`src/rtl/egaq_pkg.sv`:
```
// ----------------------------------------------------------------------------
// egaq_pkg - shared types and palette for the EGA color quantizer
// Holds the pixel and distance types and the fixed 16-entry EGA palette.
// ----------------------------------------------------------------------------
`default_nettype none

package egaq_pkg;

  // Number of palette entries and widths that follow from the fixed fields
  localparam int PAL_SIZE   = 16;
  localparam int CHAN_W     = 8;
  localparam int IDX_W      = 4;
  localparam int DIST_W     = 10;   // 3 * 255 = 765 fits in 10 bits

  typedef logic [CHAN_W-1:0] chan_t;
  typedef logic [IDX_W-1:0]  idx_t;
  typedef logic [DIST_W-1:0] dist_t;

  typedef struct packed {
    chan_t blue;
    chan_t green;
    chan_t red;
  } pixel_t;

  // One distance per palette entry, entry 0 in the lowest slot
  typedef dist_t [PAL_SIZE-1:0] dist_vec_t;

  // Palette channel levels
  localparam chan_t LVL_0 = 8'h00;
  localparam chan_t LVL_1 = 8'h55;
  localparam chan_t LVL_2 = 8'haa;
  localparam chan_t LVL_3 = 8'hff;

  // Fixed EGA palette, looked up by index
  function automatic pixel_t pal_rgb(idx_t idx);
    pixel_t p;
    case (idx)
      4'd0:    p = '{red: LVL_0, green: LVL_0, blue: LVL_0};
      4'd1:    p = '{red: LVL_0, green: LVL_0, blue: LVL_2};
      4'd2:    p = '{red: LVL_0, green: LVL_2, blue: LVL_0};
      4'd3:    p = '{red: LVL_0, green: LVL_2, blue: LVL_2};
      4'd4:    p = '{red: LVL_2, green: LVL_0, blue: LVL_0};
      4'd5:    p = '{red: LVL_2, green: LVL_0, blue: LVL_2};
      4'd6:    p = '{red: LVL_2, green: LVL_1, blue: LVL_0};
      4'd7:    p = '{red: LVL_2, green: LVL_2, blue: LVL_2};
      4'd8:    p = '{red: LVL_1, green: LVL_1, blue: LVL_1};
      4'd9:    p = '{red: LVL_1, green: LVL_1, blue: LVL_3};
      4'd10:   p = '{red: LVL_1, green: LVL_3, blue: LVL_1};
      4'd11:   p = '{red: LVL_1, green: LVL_3, blue: LVL_3};
      4'd12:   p = '{red: LVL_3, green: LVL_1, blue: LVL_1};
      4'd13:   p = '{red: LVL_3, green: LVL_1, blue: LVL_3};
      4'd14:   p = '{red: LVL_3, green: LVL_3, blue: LVL_1};
      default: p = '{red: LVL_3, green: LVL_3, blue: LVL_3};
    endcase
    return p;
  endfunction

  // Absolute difference of two channel values
  function automatic chan_t abs_diff(chan_t a, chan_t b);
    chan_t d;
    if (a >= b) begin
      d = a - b;
    end else begin
      d = b - a;
    end
    return d;
  endfunction

endpackage

`default_nettype wire

```
`src/rtl/nearest_ega_color_quantizer_unit.sv`:
```
// ----------------------------------------------------------------------------
// nearest_ega_color_quantizer_unit - RGB pixel to nearest EGA palette index
// Registers each pixel, finds the palette entry at the smallest Manhattan
// distance and holds the index in an output register.
//
//   channel  dir  signals                      payload
//   s_*      in   s_tvalid s_tready s_tdata    red, green, blue (8 b each)
//   m_*      out  m_tvalid m_tready m_tdata    color_index (4 b)
//
// One pixel per cycle sustained while m_tready is high; each pixel passes the
// input register, then the output register, before its result is presented.
// The distance lanes and the compare tree sit between the two registers.
// rst (synchronous) empties both registers; no result is lost or repeated.
// A stall on m_tready holds the output register and, once the input register
// is also full, drops s_tready.
// ----------------------------------------------------------------------------
`default_nettype none

module nearest_ega_color_quantizer_unit (
  input  wire logic        clk,
  input  wire logic        rst,
  input  wire logic        s_tvalid,
  output      logic        s_tready,
  input  wire logic [23:0] s_tdata,   // [7:0] red, [15:8] green, [23:16] blue
  output      logic        m_tvalid,
  input  wire logic        m_tready,
  output      logic [7:0]  m_tdata    // [3:0] color_index, [7:4] zero
);

  logic                in_valid;
  egaq_pkg::pixel_t    in_pixel;
  egaq_pkg::dist_vec_t pal_dist;
  egaq_pkg::idx_t      best_idx;
  egaq_pkg::idx_t      out_idx;
  logic                advance;

  // Output register may load when empty or being taken
  assign advance  = !m_tvalid || m_tready;
  assign s_tready = advance || !in_valid;

  // Input register
  always_ff @(posedge clk) begin
    if (rst) begin
      in_valid <= 1'b0;
    end else if (s_tready) begin
      in_valid <= s_tvalid;
    end
  end

  always_ff @(posedge clk) begin
    if (s_tready && s_tvalid) begin
      in_pixel <= egaq_pkg::pixel_t'(s_tdata);
    end
  end

  egaq_dist u_dist (
    .pixel    (in_pixel),
    .pal_dist (pal_dist)
  );

  egaq_argmin u_argmin (
    .pal_dist (pal_dist),
    .best_idx (best_idx)
  );

  // Output register
  always_ff @(posedge clk) begin
    if (rst) begin
      m_tvalid <= 1'b0;
    end else if (advance) begin
      m_tvalid <= in_valid;
    end
  end

  always_ff @(posedge clk) begin
    if (advance && in_valid) begin
      out_idx <= best_idx;
    end
  end

  assign m_tdata = {4'b0000, out_idx};

  // A pending pixel moves into a free output register
  a_move: assert property (@(posedge clk) disable iff (rst)
    (in_valid && advance) |=> m_tvalid)
    else $error("pending pixel did not reach the output register");

  // Output empties after a transfer with nothing behind it
  a_drain: assert property (@(posedge clk) disable iff (rst)
    (m_tvalid && m_tready && !in_valid) |=> !m_tvalid)
    else $error("result repeated after transfer");

  // Input side is never blocked while the output register is empty
  a_ready: assert property (@(posedge clk) disable iff (rst)
    !m_tvalid |-> s_tready)
    else $error("input stalled with empty output register");

  // The index register only changes when a new result is loaded
  a_hold: assert property (@(posedge clk) disable iff (rst)
    (m_tvalid && !m_tready) |=> $stable(out_idx))
    else $error("stalled result changed");

endmodule

`default_nettype wire

```
`src/rtl/egaq_dist.sv`:
```
// ----------------------------------------------------------------------------
// egaq_dist - Manhattan distance to every palette entry
// Computes |dr| + |dg| + |db| from one pixel to all 16 entries in parallel.
// ----------------------------------------------------------------------------
`default_nettype none

module egaq_dist (
  input  egaq_pkg::pixel_t    pixel,
  output egaq_pkg::dist_vec_t pal_dist
);

  // One distance lane per palette entry
  for (genvar i = 0; i < egaq_pkg::PAL_SIZE; i++) begin : g_lane
    egaq_pkg::pixel_t entry;
    assign entry = egaq_pkg::pal_rgb(egaq_pkg::IDX_W'(i));
    assign pal_dist[i] =
        egaq_pkg::DIST_W'(egaq_pkg::abs_diff(pixel.red,   entry.red))
      + egaq_pkg::DIST_W'(egaq_pkg::abs_diff(pixel.green, entry.green))
      + egaq_pkg::DIST_W'(egaq_pkg::abs_diff(pixel.blue,  entry.blue));
  end

endmodule

`default_nettype wire

```
`src/rtl/egaq_argmin.sv`:
```
// ----------------------------------------------------------------------------
// egaq_argmin - index of the smallest distance
// Four-level compare tree; the lower index is kept unless the higher one is
// strictly nearer, so ties resolve to the lowest index.
// ----------------------------------------------------------------------------
`default_nettype none

module egaq_argmin (
  input  egaq_pkg::dist_vec_t pal_dist,
  output egaq_pkg::idx_t      best_idx
);

  egaq_pkg::dist_t l1_d [8];
  egaq_pkg::idx_t  l1_i [8];
  egaq_pkg::dist_t l2_d [4];
  egaq_pkg::idx_t  l2_i [4];
  egaq_pkg::dist_t l3_d [2];
  egaq_pkg::idx_t  l3_i [2];

  // Reduce pairs level by level; right side wins only when strictly smaller
  always_comb begin
    for (int k = 0; k < 8; k++) begin
      if (pal_dist[2*k+1] < pal_dist[2*k]) begin
        l1_d[k] = pal_dist[2*k+1];
        l1_i[k] = egaq_pkg::IDX_W'(2*k+1);
      end else begin
        l1_d[k] = pal_dist[2*k];
        l1_i[k] = egaq_pkg::IDX_W'(2*k);
      end
    end
    for (int k = 0; k < 4; k++) begin
      if (l1_d[2*k+1] < l1_d[2*k]) begin
        l2_d[k] = l1_d[2*k+1];
        l2_i[k] = l1_i[2*k+1];
      end else begin
        l2_d[k] = l1_d[2*k];
        l2_i[k] = l1_i[2*k];
      end
    end
    for (int k = 0; k < 2; k++) begin
      if (l2_d[2*k+1] < l2_d[2*k]) begin
        l3_d[k] = l2_d[2*k+1];
        l3_i[k] = l2_i[2*k+1];
      end else begin
        l3_d[k] = l2_d[2*k];
        l3_i[k] = l2_i[2*k];
      end
    end
    if (l3_d[1] < l3_d[0]) begin
      best_idx = l3_i[1];
    end else begin
      best_idx = l3_i[0];
    end
  end

endmodule

`default_nettype wire

```
`config.mk`:
```
export PLATFORM = sky130hd
export DESIGN_NAME = nearest_ega_color_quantizer_unit
export DESIGN_NICKNAME = d
export VERILOG_FILES = /design/src/rtl/egaq_pkg.sv /design/src/rtl/nearest_ega_color_quantizer_unit.sv /design/src/rtl/egaq_dist.sv /design/src/rtl/egaq_argmin.sv
export SDC_FILE = /design/constraint.sdc
export NUM_CORES = 1
export LEC_CHECK = 0
export ABC_CLOCK_PERIOD_IN_PS = 12860
export BUFFER_PORTS_ARGS = -buffer_cell sky130_fd_sc_hd__buf_2
export CORE_MARGIN = 5
export CORE_UTILIZATION = 45
export CTS_CLUSTER_DIAMETER = 40
export DETAILED_ROUTE_END_ITERATION = 6
export PLACE_DENSITY_LB_ADDON = 0.1
export SLEW_MARGIN = 0
export SYNTH_ARGS = -nofsm -noshare
export SYNTH_HDL_FRONTEND = slang
export SYNTH_SLANG_ARGS = --single-unit
export TNS_END_PERCENT = 30
```
`constraint.sdc`:
```
create_clock -name clk -period 12.86 [get_ports clk]
set_clock_uncertainty 0.05 [all_clocks]
set_input_delay 2.572 -clock clk [delete_from_list [all_inputs] [get_ports clk]]
set_output_delay 2.572 -clock clk [all_outputs]
set_load 0.01 [all_outputs]
```
==> key figures, run 1 <==
Outcome
  – Status: finished clean

Timing
  – Slew @ Worst Pin: 0.951 ns
  – Tmin final: 12.25 ns
  – Fmax: 81.7 MHz
  – Final count of hold timing violations: 0
  – Max-slew headroom: 36.6%
  – Final Max Slew Viols: 0
  – Setup TNS: 0 ns
  – Final period utilization: 95.2%
  – Final setup vio count: 0

Worst setup path
  – Bufs and invs on worst path: 5
  – Slowest cell delay on critical path: 0.48 ns
  – Critical path depth: 63
  – Critical path's most frequent cell: a21oi_1
  – Reg2Reg Depth: 63
  – Crit path max-delay family: compound AO/OA/AOI/OAI gates
  – Critical path data arrival time: 12.26 ns
  – Crit path capture: out_idx[2]
  – CP startpoint kind: register
  – Critical R2R Capture: out_idx[2]
  – R2R Setup Slk: 0.61 ns
  – Worst endpoint required time: 12.88 ns
  – Critical path class: register to register
  – FF-to-FF Start: in_pixel[8]
  – Crit path from: in_pixel[8]
  – Worst path slowest cell: edfxtp_1
  – Crit end category: register
  – Worst-path fanout max: 8

Drt
  – Initial drt markers: 870
  – Routed Antenna Nets: 0
  – Wirelength, routed: 47200 um
  – Wire per inst: 18.9 um
  – Routed vias: 14248
  – Vias per std cell: 5.71
  – Pre-Repair DR Iteration Count: 5
  – DR DRC count: 0

Clocking
  – Clk sink count: 30
  – Clk Latency, worst-skew pair: 0.29 ns
  – H-tree levels: 2
  – # hold bufs at CTS: 0
  – Clk slew on worst S/H paths: 0.07 ns
  – Root Buffer: clkbuf_16
  – Num CTS Buffers: 5
  – CTS tree: yes
  – CTS max path bufs: 2

Die
  – Core area: 33300 um2
  – # IOs: 38
  – Chip height: 193 um
  – Full die area: 37200 um2
  – Core Rows: 67
  – Starting Density: 45.2%
  – Die width: 193 um

Cells and area
  – Final Core Density: 51.2%
  – Fin area: 17100 um2
  – Area growth syn-to-layout: 13.3%
  – Layout cells sized above 1: 13.3%
  – Most common cell after layout, fill and taps aside: ha_1
  – N_diodes: 0
  – Fin nets: 2436
  – Filler cell count: 3257
  – Most frequent cells in the layout: ha_1, a21oi_1, inv_1, nor2_1, xnor2_1

Logic synthesis
  – EDFF count, synth: 28
  – Avg Cell Area, Syn: 7.80 um2
  – Post-Syn Area: 15000 um2
  – Cells after synthesis: 1930
  – Synth cell types: 98
  – Asr flop ratio synth: 0%
  – Yosys warning count: 0
  – Post-synthesis register bit count: 30
  – Sequential element share of the synthesized area: 5.85%
  – Ys flop type: edfxtp_1

GRT
  – Largest net degree at the start of global routing: 25
  – First-pass GRT wire length: 72200 um
  – Vias in the first global route: 13229
  – Grt ovf: 0
  – Initial antenna violation count: 0
  – Gr usage total: 24.8%

Placement
  – Placement Cell Area: 16300 um2
  – Number of port buffers: 33
  – Routability congestion estimate: 0.924
  – Detailed placement HPWL: 40200 um

Hold path
  – Hold crit path type: register to register

Run
  – Max_cap viols: 0
## layout make-up
cell class | count | area [um2] | share of cell area, %
clock buffer | 5 | 125 | 0.734
clock inverter | 2 | 33.8 | 0.198
inverter | 192 | 724 | 4.25
multi-input combinational | 1672 | 13700 | 80.2
sequential | 30 | 881 | 5.17
tap | 448 | 561 | 3.29
timing repair buffer | 148 | 1050 | 6.15
## how the worst min path moves through the flow
| stage | startpoint | end | cells past startpoint |
|---|---|---|---|
| after floorplan | in_valid | m_tvalid | 2 |
| final | in_valid | m_tvalid | 2 |
| after CTS | in_valid | m_tvalid | 2 |
| after detailed placement | in_valid | in_valid | 2 |
| after global placement | in_valid | in_valid | 2 |
| after global routing | in_valid | m_tvalid | 2 |
## metrics by stage
stage / hold WS, ns / std cells / setup WS (ns)
after floorplan: 0.428 / 1933 / 0.180
after global placement: 0.457 / 2460 / 0.161
after detailed placement: 0.471 / 2460 / -0.123
after CTS: 0.480 / 2467 / 0.0547
after global routing: 0.516 / 2497 / -0.139
final: 0.476 / 2497 / 0.615
## timing repair
action | in CTS | in global routing
setup endpoints to repair | 3 | 4
pin swaps | 0 | 22
gates cloned | 0 | 1
hold endpoints to repair | 0 | 0
resized for setup | 1 | 92
setup buffers | 0 | 29
## worst register-to-register path, delay by kind of cell (launching register included)
family          cells  cell delay, ns
flops               1            0.48
fa+ha+maj           7            2.19
simple gates       17            1.56
compound gates     30            5.90
xor+xnor            3            0.77
mux                 1            0.29
buf+inv             5            0.81
## cell usage after synthesis, types with 7 or more instances
cell type	number	area, um2
o21ai_1	15	75.1
a21oi_1	228	1140
a31oi_1	10	62.6
nand2_1	98	368
xnor2_1	127	1110
o21a_1	29	218
nor2b_1	36	225
inv_1	190	713
nor3_1	17	85.1
a211oi_1	17	128
fa_1	25	500
xor2_1	62	543
mux2i_1	71	711
ha_1	334	4180
mux2_2	14	158
o31ai_1	13	97.6
nand3_1	18	90.1
buf_2	9	45.0
clkbuf_1	26	97.6
a21o_1	76	571
edfxtp_1	28	841
o211ai_1	10	75.1
o21bai_1	61	458
and2_1	7	43.8
o31a_1	8	70.1
nor2_1	132	495
nand2b_1	35	219
nand4_1	16	100
o21ai_0	99	495
## state kept, by name, summed over array words and instances (netlist names)
name and count:
out_idx 4, in_pixel 24, m_tvalid 1, in_valid 1
## cell families (layout without fill, tap and decap cells)
family / Yosys count / after routing / synth area share (%)
compound gates: 636 / 636 / 27.1
simple gates: 389 / 389 / 12.4
fa+ha+maj: 361 / 361 / 31.2
buf+inv: 232 / 347 / 5.96
xor+xnor: 190 / 190 / 11.1
mux: 91 / 92 / 6.35
flops: 30 / 30 / 5.85
other cells: 1 / 4 / 0.0249
## per-layer routing
metal / global-route usage, % / wire, um
met1: 36.2 / 22900
met2: 40.2 / 21100
met3: 1.79 / 2210
met4: 5.16 / 947
met5: 0 / 0
Power of run 1 is left out: the tool's default activity adds up to more than one toggle a clock period on the data nets, which glitch-free logic cannot reach.
==> inputs of run 2 (changes only) <==
PLACE_DENSITY = 0.6   (was unset)
PLACE_DENSITY_LB_ADDON = unset   (was 0.1)
==> run 2 against run 1 <==
Global-route usage fell by 0.70 points; routed wire length is 0.98% lower; fmax up 0.27%; non-clock buffer count is 14 lower; die area is the same; first-iteration DRC count is 21% higher; via count grew 0.72%; cell count fell by 0.52%; critical endpoint unchanged; clock-buffer cell count rose by 1; utilization down 0.19 points; critical path depth is 2 lower; cell area fell by 0.37%.
==> key figures, run 2 (synthesized netlist as in run 1, its figures left out) <==
Worst setup path
  – Worst endpoint required time: 12.87 ns (about the same)
  – Crit path from: in_pixel[8]
  – Critical path class: register to register
  – Slowest cell delay on critical path: 0.47 ns (about the same)
  – Worst-path fanout max: 6 (-2)
  – Crit end category: register
  – FF-to-FF Start: in_pixel[8]
  – Worst path slowest cell: edfxtp_1
  – Critical path data arrival time: 12.22 ns (-0.04 ns)
  – CP startpoint kind: register

Clocking
  – # hold bufs at CTS: 0 (unchanged)
  – Clk sink count: 30 (unchanged)
  – Root Buffer: clkbuf_16
  – Num CTS Buffers: 5 (unchanged)
  – CTS max path bufs: 2 (unchanged)
  – CTS tree: yes
  – Clk slew on worst S/H paths: 0.07 ns (about the same)
  – Clk Latency, worst-skew pair: 0.29 ns (about the same)
  – H-tree levels: 2 (unchanged)

Timing
  – Final count of hold timing violations: 0 (unchanged)
  – Tmin final: 12.21 ns (-0.0330 ns)
  – Final setup vio count: 0 (unchanged)
  – Final period utilization: 95.0% (-0.26 points)
  – Final Max Slew Viols: 0 (unchanged)
  – Fmax: 81.9 MHz (+0.27%)
  – Hold WS: 0.464 ns (-0.0126 ns)
  – Slew @ Worst Pin: 0.932 ns (-0.0193 ns)
  – Max-slew headroom: 37.9% (+1.3 points)

Die
  – # IOs: 38 (unchanged)
  – Full die area: 37200 um2 (unchanged)
  – Core Rows: 67 (unchanged)
  – Chip height: 193 um (unchanged)
  – Core area: 33300 um2 (unchanged)
  – Die width: 193 um (unchanged)
  – Starting Density: 45.2% (unchanged)

Cells and area
  – Fin area: 17000 um2 (-0.37%)
  – N_diodes: 0 (unchanged)
  – Fin nets: 2422 (-0.57%)
  – Top reg by flops: in_pixel
  – Largest regs: in_pixel: 24 flops, out_idx: 4 flops
  – Layout cells sized above 1: 13.1% (-0.21 points)
  – Most common cell after layout, fill and taps aside: ha_1
  – Area growth syn-to-layout: 12.9%
  – Max reg flops: 24 (unchanged)
  – Most frequent cells in the layout: ha_1, a21oi_1, inv_1, nor2_1, xnor2_1

Hold path
  – Hold crit path type: register to register
  – Hold Startpoint: in_valid

Drt
  – DR DRC count: 0 (unchanged)
  – Routed Antenna Nets: 0 (unchanged)
  – Wirelength, routed: 46700 um (-0.98%)
  – Vias per std cell: 5.78 (+1.2%)
  – Routed vias: 14350 (+0.72%)
  – Wire per inst: 18.8 um (-0.46%)
  – Initial drt markers: 1052 (+21%)
  – Pre-Repair DR Iteration Count: 5 (unchanged)

GRT
  – Initial antenna violation count: 0 (unchanged)
  – Vias in the first global route: 13067 (-1.2%)
  – First-pass GRT wire length: 70800 um (-2.0%)
  – Largest net degree at the start of global routing: 25 (unchanged)
  – Gr usage total: 24.1% (-0.70 points)
  – Grt ovf: 0 (unchanged)

Run
  – Max_cap viols: 0 (unchanged)

Outcome
  – Status: finished clean

Placement
  – Number of port buffers: 33 (unchanged)
  – Detailed placement HPWL: 39600 um (-1.5%)
  – Routability congestion estimate: 0.919 (-0.58%)
  – Placement Cell Area: 16200 um2 (-0.72%)
run 2: path summary, 6_finish.rpt:
path | to | slack [ns] | cells after the start
min | m_tvalid | 0.46 | 2
min reg2reg | m_tvalid | 0.46 | 2
max reg2reg | out_idx[2] | 0.65 | 61
max | out_idx[2] | 0.65 | 61
run 2: cell type report:
| class | count | area, um2 |
|---|---|---|
| Clock buffer | 6 | 129 |
| Clock inverter | 2 | 10.0 |
| Fill cell | 3241 | 16300 |
| Inverter | 192 | 724 |
| Multi-Input combinational cell | 1672 | 13700 |
| Sequential cell | 30 | 881 |
| Tap cell | 448 | 561 |
| Timing Repair Buffer | 134 | 935 |
run 2: per-stage QoR:
stage               instances  util, %  setup TNS (ns)  setup WS [ns]
floorplan                1933        -               0          0.180
global placement         2447     48.5          -0.735         -0.347
detailed placement       2447     48.5           -1.82         -0.626
CTS                      2457     49.1               0         0.0507
global route             2484     51.0          -0.103         -0.103
finish                   2484     51.0               0          0.648
run 2: what timing repair did:
action | CTS | global route
cloned | 0 | 1
pin swaps | 1 | 25
buffers inserted | 2 | 26
hold endpoints to repair | 0 | 0
gates resized for setup | 11 | 93
endpoints found under the setup margin | 4 | 4
run 2: critical path, delay by kind of cell, from the launching register on:
kind / cells / cell delay (ns)
AO/OA/AOI/OAI: 28 / 5.53
AND/OR/NAND/NOR: 17 / 2.23
adder cells (fa/ha/maj): 6 / 1.71
multiplexers: 4 / 1.10
buffers and inverters: 5 / 0.64
flip-flops: 1 / 0.47
XOR/XNOR: 1 / 0.19
run 2: layer usage:
layer  global-route usage, %  part of all wire [%]
met2                    39.2                    45
met4                    5.70                   2.8
met5                       0                     0
met3                    1.95                   4.4
met1                    34.7                    48
Power of run 2 is left out for the same reason.
==> inputs of run 3 (changes only) <==
CORE_UTILIZATION = 46   (was 45)
PLACE_DENSITY = 0.61   (was 0.6)
==> run 3 against run 2 <==
Clock-buffer cell count decreased by 1; first-iteration DRC count increased by 4.5%; largest cell class unchanged; routed wire length increased by 1.2%; worst hold slack improved by 0.021 ns; fmax increased by 0.73%; register-to-register slack improved by 0.09 ns; sequential share of layout area about the same; non-clock buffer count increased by 15; utilization increased by 1.5 points.
==> key figures, run 3 (synthesized netlist as in run 1, its figures left out) <==
Worst setup path
  – Critical path data arrival time: 12.15 ns (-0.07 ns)
  – Worst path slowest cell: a2111o_1
  – Crit end category: register
  – Critical path class: register to register
  – Bufs and invs on worst path: 4 (-1)
  – CP startpoint kind: register
  – Worst-path fanout max: 7 (+1)
  – Crit path max-delay family: compound AO/OA/AOI/OAI gates
  – Slowest cell delay on critical path: 0.46 ns (about the same)
  – Worst endpoint required time: 12.89 ns (+0.02 ns)

Clocking
  – H-tree levels: 2 (unchanged)
  – Clk slew on worst S/H paths: 0.08 ns (about the same)
  – CTS max path bufs: 2 (unchanged)
  – Clk Latency, worst-skew pair: 0.29 ns (about the same)
  – Num CTS Buffers: 5 (unchanged)
  – Clk sink count: 30 (unchanged)
  – Root Buffer: clkbuf_16
  – CTS tree: yes

Placement
  – Cell count after placement: 2453 (+0.25%)
  – Detailed placement HPWL: 40000 um (+1.0%)
  – Routability congestion estimate: 0.915 (-0.44%)
  – Number of port buffers: 33 (unchanged)

Die
  – Chip height: 191 um (-1.0%)
  – Die width: 191 um (-1.0%)
  – # IOs: 38 (unchanged)
  – Full die area: 36400 um2 (-2.1%)
  – Core area: 32500 um2 (-2.5%)
  – Starting Density: 46.4% (+1.2 points)
  – Core Rows: 66 (-1.5%)

Cells and area
  – N_diodes: 0 (unchanged)
  – Layout cells sized above 1: 13.3% (+0.20 points)
  – Top reg by flops: in_pixel
  – Max reg flops: 24 (unchanged)
  – Area growth syn-to-layout: 13.4%
  – Most common cell after layout, fill and taps aside: ha_1
  – Fin nets: 2436 (+0.58%)
  – Most frequent cells in the layout: ha_1, a21oi_1, inv_1, nor2_1, xnor2_1
  – Filler cell count: 3092 (-4.6%)
  – Largest regs: in_pixel: 24 flops, out_idx: 4 flops
  – Post-Layout Cell Count: 2492 (+0.32%)

GRT
  – Largest net degree at the start of global routing: 25 (unchanged)
  – Grt ovf: 0 (unchanged)
  – Gr usage total: 25.0% (+0.83 points)
  – Initial antenna violation count: 0 (unchanged)
  – Vias in the first global route: 13257 (+1.5%)
  – First-pass GRT wire length: 72300 um (+2.1%)

Timing
  – Final setup vio count: 0 (unchanged)
  – Tmin final: 12.12 ns (-0.0883 ns)
  – Final Max Slew Viols: 0 (unchanged)
  – Final count of hold timing violations: 0 (unchanged)
  – Slew @ Worst Pin: 0.947 ns (+0.0152 ns)
  – Max-slew headroom: 36.9% (-1.0 points)
  – Fmax: 82.5 MHz (+0.73%)
  – Final period utilization: 94.3% (-0.69 points)

Drt
  – Wire per inst: 19.0 um (+0.83%)
  – DR DRC count: 0 (unchanged)
  – Wirelength, routed: 47200 um (+1.2%)
  – Pre-Repair DR Iteration Count: 6 (+1)
  – Routed Antenna Nets: 0 (unchanged)
  – Routed vias: 14217 (-0.93%)
  – Initial drt markers: 1099 (+4.5%)
  – Vias per std cell: 5.71 (-1.2%)

Run
  – Max_cap viols: 0 (unchanged)

Outcome
  – Status: finished clean

Hold path
  – Hold crit path type: register to register
run 3: cell types whose count changed in the layout (fill, tap and decap cells not counted), sizes merged:
| cell | previous run | this run |
|---|---|---|
| clkbuf | 6 | 5 |
| clkinvlp | 1 | 2 |
| buf | 134 | 149 |
| mux2i | 75 | 74 |
run 3: repair_timing:
item	CTS	global route
pin swaps	1	20
hold buffers	0	0
setup endpoints to repair	4	4
setup buffers	5	26
gates resized for setup	7	86
run 3: stage by stage:
| stage | setup slack, ns | utilization, % | hold slack [ns] | TNS [ns] | cell area (um2) |
|---|---|---|---|---|---|
| after floorplan | 0.180 | - | 0.428 | 0 | 15100 |
| after global placement | -0.142 | 50.1 | 0.456 | -0.381 | 16300 |
| after detailed placement | -0.461 | 50.1 | 0.472 | -1.57 | 16300 |
| after CTS | 0.0305 | 50.7 | 0.485 | 0 | 16500 |
| after global routing | -0.204 | 52.6 | 0.513 | -0.599 | 17100 |
| final | 0.736 | 52.6 | 0.484 | 0 | 17100 |
run 3: tightest hold or removal path, cell delays in order, from the launching register on:
cell	delay, ns
dfxtp_1	0.36
a21oi_1	0.08
nor2_1	0.06
run 3: worst paths after layout:
path                     from         end  slack, ns  cells after the start
hold / removal       in_valid    in_valid       0.48                      2
hold reg to reg      in_valid    in_valid       0.48                      2
setup / recovery  in_pixel[8]  out_idx[2]       0.74                     60
setup reg to reg  in_pixel[8]  out_idx[2]       0.74                     60
run 3: final cells by class:
type                            instances  area (um2)  share of cell area, %
Inverter                              192         724                   4.25
Sequential cell                        30         881                   5.16
Clock buffer                            5         125                  0.733
Clock inverter                          3        16.3                 0.0953
Multi-Input combinational cell       1671       13700                   80.4
Timing Repair Buffer                  149        1050                   6.17
Tap cell                              442         553                   3.24
run 3: metal layers:
metal / part of all wire (%) / wire, um / vias up / track usage [%]
li1: - / - / 7165 / -
met1: 48 / 22500 / 6611 / 35.6
met2: 45 / 21500 / 389 / 41.6
met3: 5.0 / 2360 / 52 / 2.12
met4: 1.9 / 905 / 0 / 4.70
met5: 0 / 0 / - / 0
Power of run 3 is left out for the same reason.
